File: src/rtl/core/kmd_pkg.sv
// ----------------------------------------------------------------------------
// kmd_pkg
// Types and constants shared by the key matrix debounce modules.
// ----------------------------------------------------------------------------
package kmd_pkg;

    localparam int TIME_W = 32;
    localparam int CFG_W  = 16;
    localparam int ROW_W  = 4;
    localparam int COL_W  = 7;

    localparam logic [CFG_W-1:0] DEBOUNCE_RESET = 16'd10;

    localparam logic ACT_SAMPLE = 1'b0;
    localparam logic ACT_TICK   = 1'b1;

    typedef enum logic [3:0] {
        PH_IDLE         = 4'b0001,
        PH_PRESS_LOCK   = 4'b0010,
        PH_PRESSED      = 4'b0100,
        PH_RELEASE_LOCK = 4'b1000
    } t_phase;

    typedef struct packed {
        t_phase              phase;
        logic [TIME_W-1:0]   stamp;
    } t_key_state;

endpackage

File: src/rtl/core/kmd_lane.sv
// ----------------------------------------------------------------------------
// kmd_lane
// Next-state logic of one key's four-phase debounce machine.
// ----------------------------------------------------------------------------
module kmd_lane
    import kmd_pkg::*;
(
    input  t_key_state        i_state,
    input  logic              i_raw,
    input  logic [TIME_W-1:0] i_now,
    input  logic [CFG_W-1:0]  i_debounce,
    output t_key_state        o_state,
    output logic              o_pressed
);

    logic [TIME_W-1:0] elapsed;
    logic              expired;

    assign elapsed = i_now - i_state.stamp;
    assign expired = elapsed >= TIME_W'(i_debounce);

    always_comb begin
        o_state   = i_state;
        o_pressed = 1'b0;
        unique case (i_state.phase)
            PH_IDLE: begin
                if (i_raw) begin
                    o_state.phase = PH_PRESS_LOCK;
                    o_state.stamp = i_now;
                    o_pressed     = 1'b1;
                end
            end
            PH_PRESS_LOCK: begin
                o_pressed = 1'b1;
                if (expired) begin
                    o_state.phase = PH_PRESSED;
                end
            end
            PH_PRESSED: begin
                if (i_raw) begin
                    o_pressed = 1'b1;
                end else begin
                    o_state.phase = PH_RELEASE_LOCK;
                    o_state.stamp = i_now;
                end
            end
            PH_RELEASE_LOCK: begin
                if (expired) begin
                    o_state.phase = PH_IDLE;
                end
            end
            default: begin
                o_state.phase = PH_IDLE;
            end
        endcase
    end

endmodule

File: config.mk
export PLATFORM = sky130hd
export DESIGN_NAME = kmd_lane
export DESIGN_NICKNAME = d
export VERILOG_FILES = /design/src/rtl/core/kmd_pkg.sv /design/src/rtl/core/kmd_lane.sv
export SDC_FILE = /design/constraint.sdc
export NUM_CORES = 1
export LEC_CHECK = 0
export BUFFER_PORTS_ARGS = -buffer_cell sky130_fd_sc_hd__buf_2
export CAP_MARGIN = 20
export CORE_MARGIN = 8
export CORE_UTILIZATION = 25
export DETAILED_ROUTE_END_ITERATION = 10
export PLACE_DENSITY = 0.48
export SLEW_MARGIN = 10
export SYNTH_ARGS = -nofsm -noshare
export SYNTH_HDL_FRONTEND = slang
export SYNTH_SLANG_ARGS = --single-unit
File: constraint.sdc
create_clock -name vclk -period 9.3
set_input_delay 1.86 -clock vclk [all_inputs]
set_output_delay 1.86 -clock vclk [all_outputs]
set_load 0.02 [all_outputs]
==> impl_metrics.ini <==
[setup_path]
crit_type = in -> out
end_kind = output pin
critPathLaunchType = input pin
startpoint = i_state[6]
cp_max_fo = 6
worstPathArrival_ps = 6600
crit_required_ps = 7440

[worst_hold_path]
holdCritPathClass = in -> out
hold_path.startpoint = i_state[33]

[power]
power.density_nw_per_um2 = 65.3
p_total_uw = 244
ir_drop_uv = 15.1
p_leak_nw = 1.96

[global_routing]
grt.total_usage_pct = 12.1
grt_max_degree = 21
first_global_vias = 3521
grt_first_pass_wirelength_um = 16800
antenna_found_initial = 0
overflow = 0

[cells_and_area]
regArea_um2 = 0
fin_nets = 678
antenna_cells = 0
fin_area_um2 = 3740
n_clock_buffer = 0
multi_input_area_um2 = 2720
num-fill-cells = 1294
drive_gt1_share_pct = 31.3
seq_cells = 0
area_growth_pct = 23.6
postLayoutCoreUtil_pct = 31.4

[place]
place.gp.congestion = 0.877
place_area_um2 = 3740
io_buffers = 122
dp_hpwl_um = 8860

[detailed_routing]
drc_errors = 0
vias_per_cell = 4.98
wl_um = 9940
via_count = 3438
antenna_left = 0
post_drt_wl_per_cell_um = 14.4
first_pass_iters = 4
drtIter0Drc = 139

[die]
num_rows = 40
die_h_um = 126
start_util_pct = 25.4
ios = 122
coreArea_um2 = 11900
die_w_um = 126
dieArea_um2 = 15900

[yosys]
synth_area_um2 = 3020
synth_nets = 570
syn_area_per_cell_um2 = 6.92
synthTopCellsByArea = ha_1 19%, mux2_2 11%, a21oi_1 7.6%, inv_1 7.2%, nand2_1 4.5%
ys.warnings.count = 0
synth_cells = 437
synth_top_cell_by_area = ha_1
synth_top_area_share_pct = 19.5
seq_area_frac_synth_pct = 0
ys_types = 64

[sta]
max_freq_ghz = 0.118
slew_headroom_pct = 49.2
hold_viol = 0
fin_crit_sh_pct = 90.9
setup_tns_ps = 0
fin_crit_ps = 8460
worstMarginPinSlew_ps = 762
hold_ws_ps = 4080
maxSlewViolCount = 0
rsz0062_at_grt = no
finalSetupViolations = 0

[clock_tree]
hold_buffers = 0
post_cts_resized = 0
cts_setup_buffers = 0

[run_status]
status = finished, final reports clean

[job]
maxCapViolations = 0
## routing by layer
layer	up-vias	GRT usage (%)	share of wire, %
met4	0	0.495	0.43
met5	-	0	0
met1	1543	16.1	48
met2	98	21.2	47
met3	4	1.43	5.5
li1	1793	-	-
## layout by cell type (no fill, tap or decap), types with 6 or more instances in the layout
| cell | count |
|---|---|
| buf_2 | 122 |
| inv_1 | 58 |
| ha_1 | 47 |
| a21oi_1 | 46 |
| nand2_1 | 36 |
| mux2_2 | 30 |
| nor2_1 | 22 |
| o21ai_0 | 21 |
| xnor2_1 | 15 |
| a21o_1 | 14 |
| nand2b_1 | 10 |
| nand3_1 | 10 |
| nor3_1 | 10 |
| nand4_1 | 8 |
| xor2_1 | 6 |
| nor2b_1 | 6 |
## cell type report
cell class | instances | area share [%]
Multi-Input combinational cell | 362 | 72.7
Inverter | 58 | 5.83
Timing Repair Buffer | 123 | 16.5
Tap cell | 147 | 4.92
## cells by family after synthesis
logic type / Yosys count / synth area share [%]
fa+ha+maj: 48 / 20.1
xor+xnor: 21 / 6.08
simple gates: 125 / 21.1
mux: 33 / 12.3
compound gates: 135 / 30.3
buf+inv: 75 / 10.1
## critical path, cell delays in order
cell	delay, ps
buf_2	80
inv_1	30
ha_1	360
a21oi_1	280
or2b_1	270
o21ai_2	250
a21oi_1	110
nor2b_1	200
o21bai_1	80
a21oi_1	170
xnor2_1	140
ha_1	280
a21oi_1	140
o211ai_1	90
a2111oi_0	330
or4b_1	470
nor4_1	240
o21ai_1	120
a2111oi_2	220
and4_1	300
nand4_1	100
a211oi_1	250
buf_2	200
## power by group
group / internal [mW] / switching [mW] / leakage, nW
sequential: 0 / 0 / 0
combinational: 0.105 / 0.139 / 1.96
clock: 0 / 0 / 0
## Yosys cell counts (2+ instances only)
| master | count |
|---|---|
| o31ai_1 | 2 |
| nor2_1 | 22 |
| xor2_1 | 6 |
| o2111ai_1 | 3 |
| o21ai_1 | 2 |
| nand2b_1 | 10 |
| buf_4 | 2 |
| or2_2 | 3 |
| buf_1 | 2 |
| a21oi_1 | 46 |
| a2111oi_2 | 2 |
| nor4_1 | 3 |
| and3_1 | 5 |
| mux2_2 | 30 |
| ha_1 | 47 |
| nand3_1 | 10 |
| o21ai_0 | 21 |
| xnor2_1 | 15 |
| a31oi_1 | 2 |
| a2111oi_0 | 5 |
| nand2_1 | 36 |
| a31o_2 | 3 |
| buf_6 | 2 |
| and2_1 | 2 |
| a211o_1 | 2 |
| nand4_1 | 8 |
| o211ai_1 | 5 |
| clkbuf_1 | 10 |
| o21a_1 | 4 |
| a311oi_1 | 2 |
| o21bai_1 | 2 |
| mux2i_1 | 2 |
| o211a_1 | 2 |
| inv_1 | 58 |
| a211oi_1 | 5 |
| nor2b_1 | 6 |
| nor3_1 | 10 |
| a21o_1 | 14 |
## final timing paths
check	depth (start not counted)	end	slack (ps)
max	23	o_state[33]	840
min	3	o_state[35]	4080
## per-stage QoR
step / setup slack, ps / cells
floorplan: 1230 / 437
CTS: 805 / 690
finish: 842 / 690
global placement: 1000 / 690
detailed placement: 837 / 690
global route: 399 / 690
(Power assumes the default switching activity.)
