==> src/rtl/core/kmd_pkg.sv <==
// ----------------------------------------------------------------------------
// kmd_pkg
// Types and constants shared by the key matrix debounce modules.
// ----------------------------------------------------------------------------
package kmd_pkg;

    localparam int TIME_W = 32;
    localparam int CFG_W  = 16;
    localparam int ROW_W  = 4;
    localparam int COL_W  = 7;

    localparam logic [CFG_W-1:0] DEBOUNCE_RESET = 16'd10;

    localparam logic ACT_SAMPLE = 1'b0;
    localparam logic ACT_TICK   = 1'b1;

    typedef enum logic [3:0] {
        PH_IDLE         = 4'b0001,
        PH_PRESS_LOCK   = 4'b0010,
        PH_PRESSED      = 4'b0100,
        PH_RELEASE_LOCK = 4'b1000
    } t_phase;

    typedef struct packed {
        t_phase              phase;
        logic [TIME_W-1:0]   stamp;
    } t_key_state;

endpackage

==> src/rtl/core/kmd_result_if.sv <==
// ----------------------------------------------------------------------------
// kmd_result_if
// Output channel: debounced pressed bits of one row.
// ----------------------------------------------------------------------------
interface kmd_result_if
    import kmd_pkg::*;
();
    logic             valid;
    logic             ready;
    logic [ROW_W-1:0] row_out;
    logic [COL_W-1:0] pressed;

    modport source (output valid, row_out, pressed, input ready);
    modport sink   (input valid, row_out, pressed, output ready);
endinterface

==> src/rtl/core/kmd_merge.sv <==
// ----------------------------------------------------------------------------
// kmd_merge
// Gathers the lanes' pressed bits into one result item and holds it in the
// output register until the sink takes it.
// ----------------------------------------------------------------------------
module kmd_merge
    import kmd_pkg::*;
#(
    parameter int COLS = 7
) (
    input  logic              i_clk,
    input  logic              i_rst_n,
    input  logic              i_load,
    input  logic [ROW_W-1:0]  i_row,
    input  logic [COLS-1:0]   i_lane_pressed,
    output logic              o_ready,
    kmd_result_if.source      o_result
);

    logic             r_valid;
    logic             n_valid;
    logic [ROW_W-1:0] r_row;
    logic [COL_W-1:0] r_pressed;

    assign o_ready = !r_valid || o_result.ready;
    assign n_valid = i_load || (r_valid && !o_result.ready);

    always_ff @(posedge i_clk) begin
        if (!i_rst_n) begin
            r_valid <= 1'b0;
        end else begin
            r_valid <= n_valid;
        end
    end

    always_ff @(posedge i_clk) begin
        if (i_load) begin
            r_row     <= i_row;
            r_pressed <= COL_W'(i_lane_pressed);
        end
    end

    assign o_result.valid   = r_valid;
    assign o_result.row_out = r_row;
    assign o_result.pressed = r_pressed;

endmodule

==> src/flat_wrapper.sv <==
// flat-port wrapper written by rule: the top's interface ports become plain ports
module kmd_merge_flat import kmd_pkg::*;
#(
    parameter int COLS = 7
)
  (i_clk, i_rst_n, i_load, i_row, i_lane_pressed, o_ready, o_result_valid, o_result_row_out, o_result_pressed, o_result_ready);
  kmd_result_if o_result_i ();
  input  logic i_clk;
  input  logic i_rst_n;
  input  logic i_load;
  input  logic [ROW_W-1:0] i_row;
  input  logic [COLS-1:0] i_lane_pressed;
  output logic o_ready;
  output wire logic [$bits(o_result_i.valid)-1:0] o_result_valid;
  output wire logic [$bits(o_result_i.row_out)-1:0] o_result_row_out;
  output wire logic [$bits(o_result_i.pressed)-1:0] o_result_pressed;
  input wire logic [$bits(o_result_i.ready)-1:0] o_result_ready;
  assign o_result_valid = o_result_i.valid;
  assign o_result_row_out = o_result_i.row_out;
  assign o_result_pressed = o_result_i.pressed;
  assign o_result_i.ready = o_result_ready;
  kmd_merge #(.COLS(COLS)) u_core (.i_clk(i_clk), .i_rst_n(i_rst_n), .i_load(i_load), .i_row(i_row), .i_lane_pressed(i_lane_pressed), .o_ready(o_ready), .o_result(o_result_i));
endmodule
==> config.mk <==
export PLATFORM = sky130hd
export DESIGN_NAME = kmd_merge_flat
export DESIGN_NICKNAME = d
export VERILOG_FILES = /design/src/rtl/core/kmd_pkg.sv /design/src/rtl/core/kmd_result_if.sv /design/src/rtl/core/kmd_merge.sv /design/src/flat_wrapper.sv
export SDC_FILE = /design/constraint.sdc
export NUM_CORES = 1
export LEC_CHECK = 0
export BUFFER_PORTS_ARGS = -buffer_cell sky130_fd_sc_hd__buf_2
export CAP_MARGIN = 20
export CORE_AREA = 4 4 41 43
export DETAILED_ROUTE_END_ITERATION = 12
export DIE_AREA = 0 0 45 47
export GPL_TIMING_DRIVEN = 0
export HOLD_SLACK_MARGIN = 0.03
export PLACE_DENSITY = 0.71
export SLEW_MARGIN = 25
export SYNTH_ARGS = -nofsm -noshare
export SYNTH_HDL_FRONTEND = slang
export SYNTH_SLANG_ARGS = --single-unit
==> constraint.sdc <==
create_clock -name i_clk -period 0.9 [get_ports i_clk]
set_clock_uncertainty 0.2 [all_clocks]
set_input_delay 0 -clock i_clk [delete_from_list [all_inputs] [get_ports i_clk]]
set_output_delay 0 -clock i_clk [all_outputs]
set_load 0.02 [all_outputs]
==> results.ini, run 1 <==
[sta]
fmax_mhz = 987.7
worst_pin_slew_ns = 0.2562
fin_ws_ns = -0.1124
whs_ns = -0.1875
relSlewSlack = 0.8292
setup_violations = 13
grt_setup_unrepaired = true
post-route-period-util = 1.125
slew_viol_final = 0
final_hold_viol_count = 12
fin_crit_ns = 1.012
final.setup.tns_ns = -1.114

[clock_tree]
clock_tree.htree_level_count = 1
clkLatencyLatePin_ns = 0.26
cts_buffers = 3
cts_tree = built
cts.sinks = 12
cts_root_buffer = clkbuf_4
cts_setup_buffers = 0
clk_pin_slew_ns = 0.07
clock_tree.buffer_depth = 2
holdBufCountCts = 12

[synthesis]
synth_top_area_cell = edfxtp_1
ys_seq_elements = 12
synthDistinctLibCells = 5
ys_warn_count = 0
synth_flop_cell = edfxtp_1
ys_seq_area_frac = 0.9241
synthArstFlopShare = 0
synth_common_cells = edfxtp_1, a21boi_2, dfxtp_1, inv_1, nand2b_4
syn_avg_cell_area_um2 = 25.27
synth_area_leaders = edfxtp_1, dfxtp_1, nand2b_4, a21boi_2, inv_1
synth_nets = 30
syn_inst = 15
synth_most_common_cell = edfxtp_1
synth_top_area_frac = 0.8713
syn_area_um2 = 379.1
synth_edf_count = 11

[power_and_ir_drop]
ir_worst_vdd_v = 0.001104
cellPowerDensity_mw_per_mm2 = 1625
clkPwrFrac = 0.258
p_int_uw = 952.8
leakagePower_uw = 0.0003293
power.total_uw = 1228
p_switching_uw = 275.1
swShare = 0.2240
p_seq_frac = 0.552
combPwrFrac = 0.190

[floorplanning]
start_util = 0.2913
core_area_mm2 = 0.001301
rows = 13
dieArea_mm2 = 0.002115
fp.dieH_um = 47
pin_count = 28
die_x_um = 45

[worst_setup_path]
crit_slowest_cell = edfxtp_1
crit_required_ns = 0.70
r2r_end = u_core.o_result.valid
cp_data_arrival_time_ns = 0.81
r2r-start = u_core.o_result.valid
reg2reg_setup_slack_ns = 0.10
max_stage_delay_ns = 0.40
endpoint_kind = output port
worst-path-max-fanout = 1
critical-path-top-delay-family = flip-flops
path_class = reg2out
reg2reg_depth = 2
cp_cell_sequence = buf_6
crit_start = u_core.o_result.pressed[0]
cp.buffers_inverters = 1
crit_path_start_kind = register

[run]
drv_cap = 0

[run_status]
outcome = finished with violations
violations = negative hold slack, negative setup slack

[grt]
grt_pass1_wl_mm = 1.393
grt_pass1_vias = 335
antenna_found_initial = 0
grt.total_usage = 0.1039
grt_max_degree = 13
grt.overflow.total = 0

[routing]
dr.pass1.iters = 2
drt-initial-drc-count = 3
routed_wirelength_um = 840
detailroute.via_count = 292
route.detailed.drc = 0
ant_nets = 0
vias_per_cell = 4.000
routedWlPerCell_um = 11.51

[finish]
nets = 74
final_util = 0.5808
fill_cells = 118
drive_gt1_frac = 0.5690
syn2layout_area_growth_pct = 99.34
diodes = 0

[placement]
gp_congestion = 0.6857
dp_slack_ns = 0.1246
portBuffers = 27

[min_path]
holdPathEnd = u_core.o_result.valid
holdPathStages = 3
hold_class = in2reg
worstHoldStart = o_result_ready

[worst max-delay path by stage]
stage	endpoint	slack, ns	cells after the start
finish	o_result_pressed[0]	-0.11	1
global route	o_result_pressed[0]	-0.15	1
CTS	o_result_pressed[0]	-0.12	1
detailed placement	u_core.o_result.valid	0.12	2
global placement	u_core.o_result.valid	0.14	2
floorplan	u_core.o_result.valid	0.02	2
[logic make-up (layout without fill, tap and decap cells)]
logic type	count (synthesis)	after routing	synth area share
simple gates	1	1	0.03630
compound gates	1	1	0.02970
buf+inv	1	44	0.009891
flops	12	12	0.9241
[stage by stage]
| stage | cells | instance area, µm² |
|---|---|---|
| floorplan | 15 | 380.4 |
| global placement | 57 | 534.3 |
| detailed placement | 57 | 534.3 |
| CTS | 73 | 699.4 |
| global route | 73 | 755.7 |
| finish | 73 | 755.7 |
[layout by cell type, fill, tap and decap left out]
cell type	synthesis	routed
buf_2	0	15
dlygate4sd3_1	0	12
buf_6	0	12
edfxtp_1	11	11
clkbuf_4	0	3
inv_1	1	1
nand2b_4	1	1
a21boi_2	1	1
clkinv_1	0	1
dfxtp_2	0	1
[power by group through the flow]
stage                     clock, µW  sequential, µW  combinational, µW
final                           317             678                234
after global placement            0             678                149
after detailed placement          0             680                150
after CTS                       333             670                199
after global routing            355             682                249
after floorplan                   0             739               11.6
[layer usage]
metal | global-route usage | up-vias | routed length (µm)
met4 | 0.07018 | 0 | 10
met2 | 0.1808 | 21 | 432
met3 | 0.06130 | 2 | 106
met1 | 0.08894 | 125 | 291
met5 | 0 | - | 0
li1 | - | 144 | -
[registers in the layout (all words and copies together), names as in the netlist]
| register | count |
|---|---|
| u_core.o_result.pressed | 7 |
| u_core.o_result.row_out | 4 |
| u_core.o_result.valid | 1 |
[tightest hold or removal path, cell delays in order]
cell and delay (ns):
buf_2 0.07, nand2b_4 0.12, a21boi_2 0.05
[timing repair]
action                                 in CTS  in global routing
endpoints found under the hold margin      23                 12
setup endpoints to repair                  13                 13
gates resized for setup                     6                 18
cloned                                      0                  0
pin swaps                                   0                  0
[area by class of cell]
class	instances	area (µm²)	share of cell area
tap	15	18.77	0.02483
inverter	1	3.754	0.004967
timing repair buffer	39	330.3	0.4371
multi-input combinational	2	25.02	0.03311
clock inverter	1	3.754	0.004967
sequential	12	351.6	0.4652
clock buffer	3	22.52	0.02980
Note: power is estimated with default switching activity, not from simulation.
==> run 2: changes to the inputs <==
Settings changed: RECOVER_POWER from default to 50.
==> run 2 against run 1 <==
Compared with the run above: the flow still finishes with violations (negative hold slack, negative setup slack); utilization is 0.096 points lower; register-to-register slack barely moved; combinational power hardly changed; global-route usage unchanged; clock power is essentially flat; final area decreased by 0.17%; highest routed layer unchanged.
==> results.ini, run 2 (synthesis gave the netlist of run 1 again) <==
[run_status]
outcome = finished with violations
violations = negative hold slack, negative setup slack

[finish]
multi_input_area_um2 = 25.02  ; unchanged
syn2layout_area_growth_pct = 99.01
fill_cells = 118  ; unchanged
final_cell_area_um2 = 754.5  ; -0.17%
mostFrequentLayoutCells = buf_2, dlygate4sd3_1, buf_6, edfxtp_1, clkbuf_4
drive_gt1_frac = 0.5517  ; -0.01724
seq_area_um2 = 351.6  ; unchanged
nets = 74  ; unchanged
diodes = 0  ; unchanged
layout_commonest_cell = buf_2
largest_reg_flops = 7  ; unchanged

[clock_tree]
clock_tree.buffer_depth = 2  ; unchanged
cts_buffers = 3  ; unchanged
clkLatencyLatePin_ns = 0.26  ; about the same
clk_pin_slew_ns = 0.07  ; about the same
cts_tree = built
cts_root_buffer = clkbuf_4
cts.sinks = 12  ; unchanged
clock_tree.htree_level_count = 1  ; unchanged
holdBufCountCts = 12  ; unchanged

[sta]
final_hold_viol_count = 1  ; -11
worst_pin_slew_ns = 0.6091  ; +0.3529 ns
fin_ws_ns = -0.1124  ; -0.000001000 ns
fmax_mhz = 987.7  ; about the same
slew_viol_final = 0  ; unchanged
grt_setup_unrepaired = true
fin_crit_ns = 1.012  ; +0.000001000 ns
relSlewSlack = 0.5939  ; -0.2353
setup_violations = 13  ; unchanged
whs_ns = -0.1860  ; +0.001470 ns
post-route-period-util = 1.125  ; about the same

[grt]
grt_pass1_wl_mm = 1.393  ; unchanged
grt.overflow.total = 0  ; unchanged
grt_pass1_vias = 335  ; unchanged
grt_max_degree = 13  ; unchanged
grt.total_usage = 0.1039  ; unchanged
antenna_found_initial = 0  ; unchanged

[worst_setup_path]
crit_required_ns = 0.70  ; about the same
cp.depth = 1  ; unchanged
reg2reg_depth = 2  ; unchanged
cp_data_arrival_time_ns = 0.81  ; about the same
cp.buffers_inverters = 1  ; unchanged
critical-path-top-delay-family = flip-flops
cp_cell_sequence = buf_6
endpoint_kind = output port
crit_slowest_cell = edfxtp_1
crit_path_start_kind = register
path_class = reg2out
max_stage_delay_ns = 0.40  ; about the same
worst-path-max-fanout = 1  ; unchanged

[floorplanning]
rows = 13  ; unchanged
dieArea_mm2 = 0.002115  ; unchanged
pin_count = 28  ; unchanged
core_area_mm2 = 0.001301  ; unchanged
fp.dieH_um = 47  ; unchanged
die_x_um = 45  ; unchanged
start_util = 0.2913  ; unchanged

[placement]
dp_slack_ns = 0.1246  ; unchanged
gp_congestion = 0.6857  ; unchanged
dpl-instance-area_um2 = 534.3  ; unchanged
portBuffers = 27  ; unchanged

[routing]
routed_wirelength_um = 844  ; +0.48%
detailroute.via_count = 292  ; unchanged
routedWlPerCell_um = 11.56  ; +0.48%
drt-initial-drc-count = 3  ; unchanged
dr.pass1.iters = 2  ; unchanged
ant_nets = 0  ; unchanged
route.detailed.drc = 0  ; unchanged
vias_per_cell = 4.000  ; unchanged

[min_path]
holdPathStages = 3  ; unchanged
hold_class = in2reg

[run]
drv_cap = 0  ; unchanged

[power_and_ir_drop]
power.total_uw = 1228  ; about the same
ir_worst_vdd_v = 0.001104  ; about the same
cellPowerDensity_mw_per_mm2 = 1627  ; +0.15%
leakagePower_uw = 0.0003266  ; -0.84%

-- run 2: final timing paths --
check	startpoint	slack, ns	to
worst min-delay path	o_result_ready	-0.19	u_core.o_result.valid
worst max-delay path	u_core.o_result.pressed[0]	-0.11	o_result_pressed[0]
worst min register to register	u_core.o_result.valid	0.29	u_core.o_result.valid
worst max register to register	u_core.o_result.valid	0.10	u_core.o_result.valid
-- run 2: routing by layer --
metal	up-vias	track usage	wire length [µm]
met4	0	0.07018	10
met5	-	0	0
met3	2	0.06130	110
li1	144	-	-
met2	21	0.1808	432
met1	125	0.08894	290
-- run 2: final cells by class --
class                      count  area share
sequential                    12      0.4660
timing repair buffer          39      0.4362
multi-input combinational      2     0.03317
clock buffer                   3     0.02985
tap                           15     0.02488
clock inverter                 1    0.004975
inverter                       1    0.004975
-- run 2: through the flow --
step	util	setup TNS, ns	cells	hold slack (ns)
floorplan	-	0	15	-0.1011
global placement	0.4106	0	57	-0.02284
detailed placement	0.4106	0	57	-0.02189
CTS	0.5375	-1.279	73	-0.1979
global route	0.5798	-1.624	73	-0.1868
finish	0.5798	-1.116	73	-0.1860
-- run 2: timing repair --
| item | CTS | global route |
|---|---|---|
| gates resized for setup | 6 | 18 |
| buffers inserted | 0 | 0 |
| cloned | 0 | 0 |
| endpoints found under the setup margin | 13 | 13 |
| endpoints found under the hold margin | 23 | 12 |
-- run 2: power by group --
group	switching (µW)	internal, µW
clock network	157	160
registers	20.4	658
logic	98.1	135
==> run 3: changes to the inputs <==
Settings changed: BUFFER_PORTS_ARGS -buffer_cell sky130_fd_sc_hd__buf_2 to -buffer_cell sky130_fd_sc_hd__buf_4.
==> run 3 against run 2 <==
Compared with the run above: the run still ends with negative hold slack, negative setup slack left; first-iteration DRC count shrank 67%; worst hold slack got worse by 0.0028 ns; clock power grew 3%; clock-buffer cell count did not move; critical endpoint is now o_ready; largest cell class is now buffers; largest power group unchanged; highest routed layer is now met3.
==> results.ini, run 3 (synthesis gave the netlist of run 1 again) <==
[worst_setup_path]
cp.buffers_inverters = 1  ; unchanged
path_class = reg2out
crit_required_ns = 0.70  ; about the same
cp_cell_sequence = nand2b_4, buf_6
endpoint_kind = output port
cp_data_arrival_time_ns = 0.82  ; about the same
crit_path_start_kind = register
critical-path-top-delay-family = flip-flops
crit_slowest_cell = dfxtp_2
worst-path-max-fanout = 2  ; +1
max_stage_delay_ns = 0.36  ; -0.04 ns

[grt]
grt_pass1_wl_mm = 1.476  ; +6.0%
grt.overflow.total = 0  ; unchanged
grt_max_degree = 13  ; unchanged
grt.total_usage = 0.1045  ; +0.0006369
grt_pass1_vias = 333  ; -0.60%
antenna_found_initial = 0  ; unchanged

[routing]
vias_per_cell = 4.041  ; +1.0%
route.detailed.drc = 0  ; unchanged
dr.pass1.iters = 2  ; unchanged
detailroute.via_count = 295  ; +1.0%
routedWlPerCell_um = 12.22  ; +5.7%
ant_nets = 0  ; unchanged
drt-initial-drc-count = 1  ; -2
routed_wirelength_um = 892  ; +5.7%

[floorplanning]
rows = 13  ; unchanged
start_util = 0.2913  ; unchanged
die_x_um = 45  ; unchanged
pin_count = 28  ; unchanged
core_area_mm2 = 0.001301  ; unchanged
fp.dieH_um = 47  ; unchanged
dieArea_mm2 = 0.002115  ; unchanged

[finish]
nets = 74  ; unchanged
largest_reg_flops = 7  ; unchanged
syn2layout_area_growth_pct = 109.2
diodes = 0  ; unchanged
mostFrequentLayoutCells = buf_4, buf_6, dlygate4sd3_1, edfxtp_1, clkbuf_4
drive_gt1_frac = 0.5517  ; unchanged

[sta]
relSlewSlack = 0.6062  ; +0.01224
grt_setup_unrepaired = true
fin_crit_ns = 1.018  ; +0.005231 ns
setup_violations = 13  ; unchanged
post-route-period-util = 1.131  ; +0.005812
fmax_mhz = 982.7  ; -0.51%
fin_ws_ns = -0.1176  ; -0.005231 ns
slew_viol_final = 0  ; unchanged
whs_ns = -0.1888  ; -0.002778 ns
worst_pin_slew_ns = 0.5908  ; -0.01836 ns
final_hold_viol_count = 1  ; unchanged

[run_status]
outcome = finished with violations
violations = negative hold slack, negative setup slack

[placement]
portBuffers = 27  ; unchanged
dp_slack_ns = 0.1156  ; -0.009087 ns
gp_congestion = 0.6883  ; +0.38%

[clock_tree]
clk_pin_slew_ns = 0.08  ; about the same
cts_buffers = 3  ; unchanged
cts_setup_buffers = 0  ; unchanged
clock_tree.htree_level_count = 1  ; unchanged
clock_tree.buffer_depth = 2  ; unchanged
holdBufCountCts = 12  ; unchanged
cts_root_buffer = clkbuf_4
clkLatencyLatePin_ns = 0.26  ; about the same
cts_tree = built
cts.sinks = 12  ; unchanged

[power_and_ir_drop]
leakagePower_uw = 0.0003400  ; +4.1%
cellPowerDensity_mw_per_mm2 = 1590  ; -2.3%
power.total_uw = 1261  ; +2.7%
ir_worst_vdd_v = 0.0008651  ; -22%

[min_path]
hold_class = in2reg

[run]
drv_cap = 0  ; unchanged

-- run 3: cell count changes in the layout (fill, tap and decap cells not counted) --
cell | previous run | this run
buf_2 | 14 | 0
buf_4 | 0 | 13
buf_6 | 12 | 13
-- run 3: path summary, 6_finish.rpt --
kind / start / endpoint / slack, ns / cells after the start
setup reg to reg: u_core.o_result.valid / u_core.o_result.valid / 0.09 / 2
setup / recovery: u_core.o_result.valid / o_ready / -0.12 / 2
hold reg to reg: u_core.o_result.valid / u_core.o_result.valid / 0.30 / 2
hold / removal: o_result_ready / u_core.o_result.valid / -0.19 / 3
-- run 3: tightest hold or removal path: stages --
cell and delay, ns:
buf_4 0.07, nand2b_4 0.12, a21boi_2 0.05
-- run 3: repair_timing --
action	in CTS	in global routing
hold endpoints to repair	23	12
cloned	0	0
resized for setup	12	1
setup endpoints to repair	13	13
pin swaps	0	0
-- run 3: metrics by stage --
| stage | instances | setup TNS, ns | instance area (µm²) | utilization |
|---|---|---|---|---|
| after floorplan | 15 | 0 | 380.4 | - |
| after global placement | 57 | 0 | 601.8 | 0.4625 |
| after detailed placement | 57 | 0 | 601.8 | 0.4625 |
| after CTS | 73 | -1.386 | 793.3 | 0.6096 |
| after global routing | 73 | -1.705 | 793.3 | 0.6096 |
| final | 73 | -1.139 | 793.3 | 0.6096 |
-- run 3: per-layer routing --
| layer | part of all wire | vias up | wire length, µm | global-route usage |
|---|---|---|---|---|
| met3 | 0.12 | 0 | 108 | 0.03448 |
| met4 | 0 | 0 | 0 | 0.07018 |
| met1 | 0.36 | 132 | 318 | 0.1029 |
| met2 | 0.52 | 21 | 465 | 0.1864 |
| met5 | 0 | - | 0 | 0 |
| li1 | - | 142 | - | - |
-- run 3: cell type report --
cell class                      count  area [µm²]
Fill cell                         101       508.0
Inverter                            1       3.754
Sequential cell                    12       351.6
Tap cell                           15       18.77
Timing Repair Buffer               39       367.9
Multi-Input combinational cell      2       25.02
Clock buffer                        3       22.52
Clock inverter                      1       3.754
-- run 3: where the power goes --
group	total (µW)	switching, µW	internal [µW]
combinational	255	101	155
sequential	678	20.6	657
clock	328	168	160
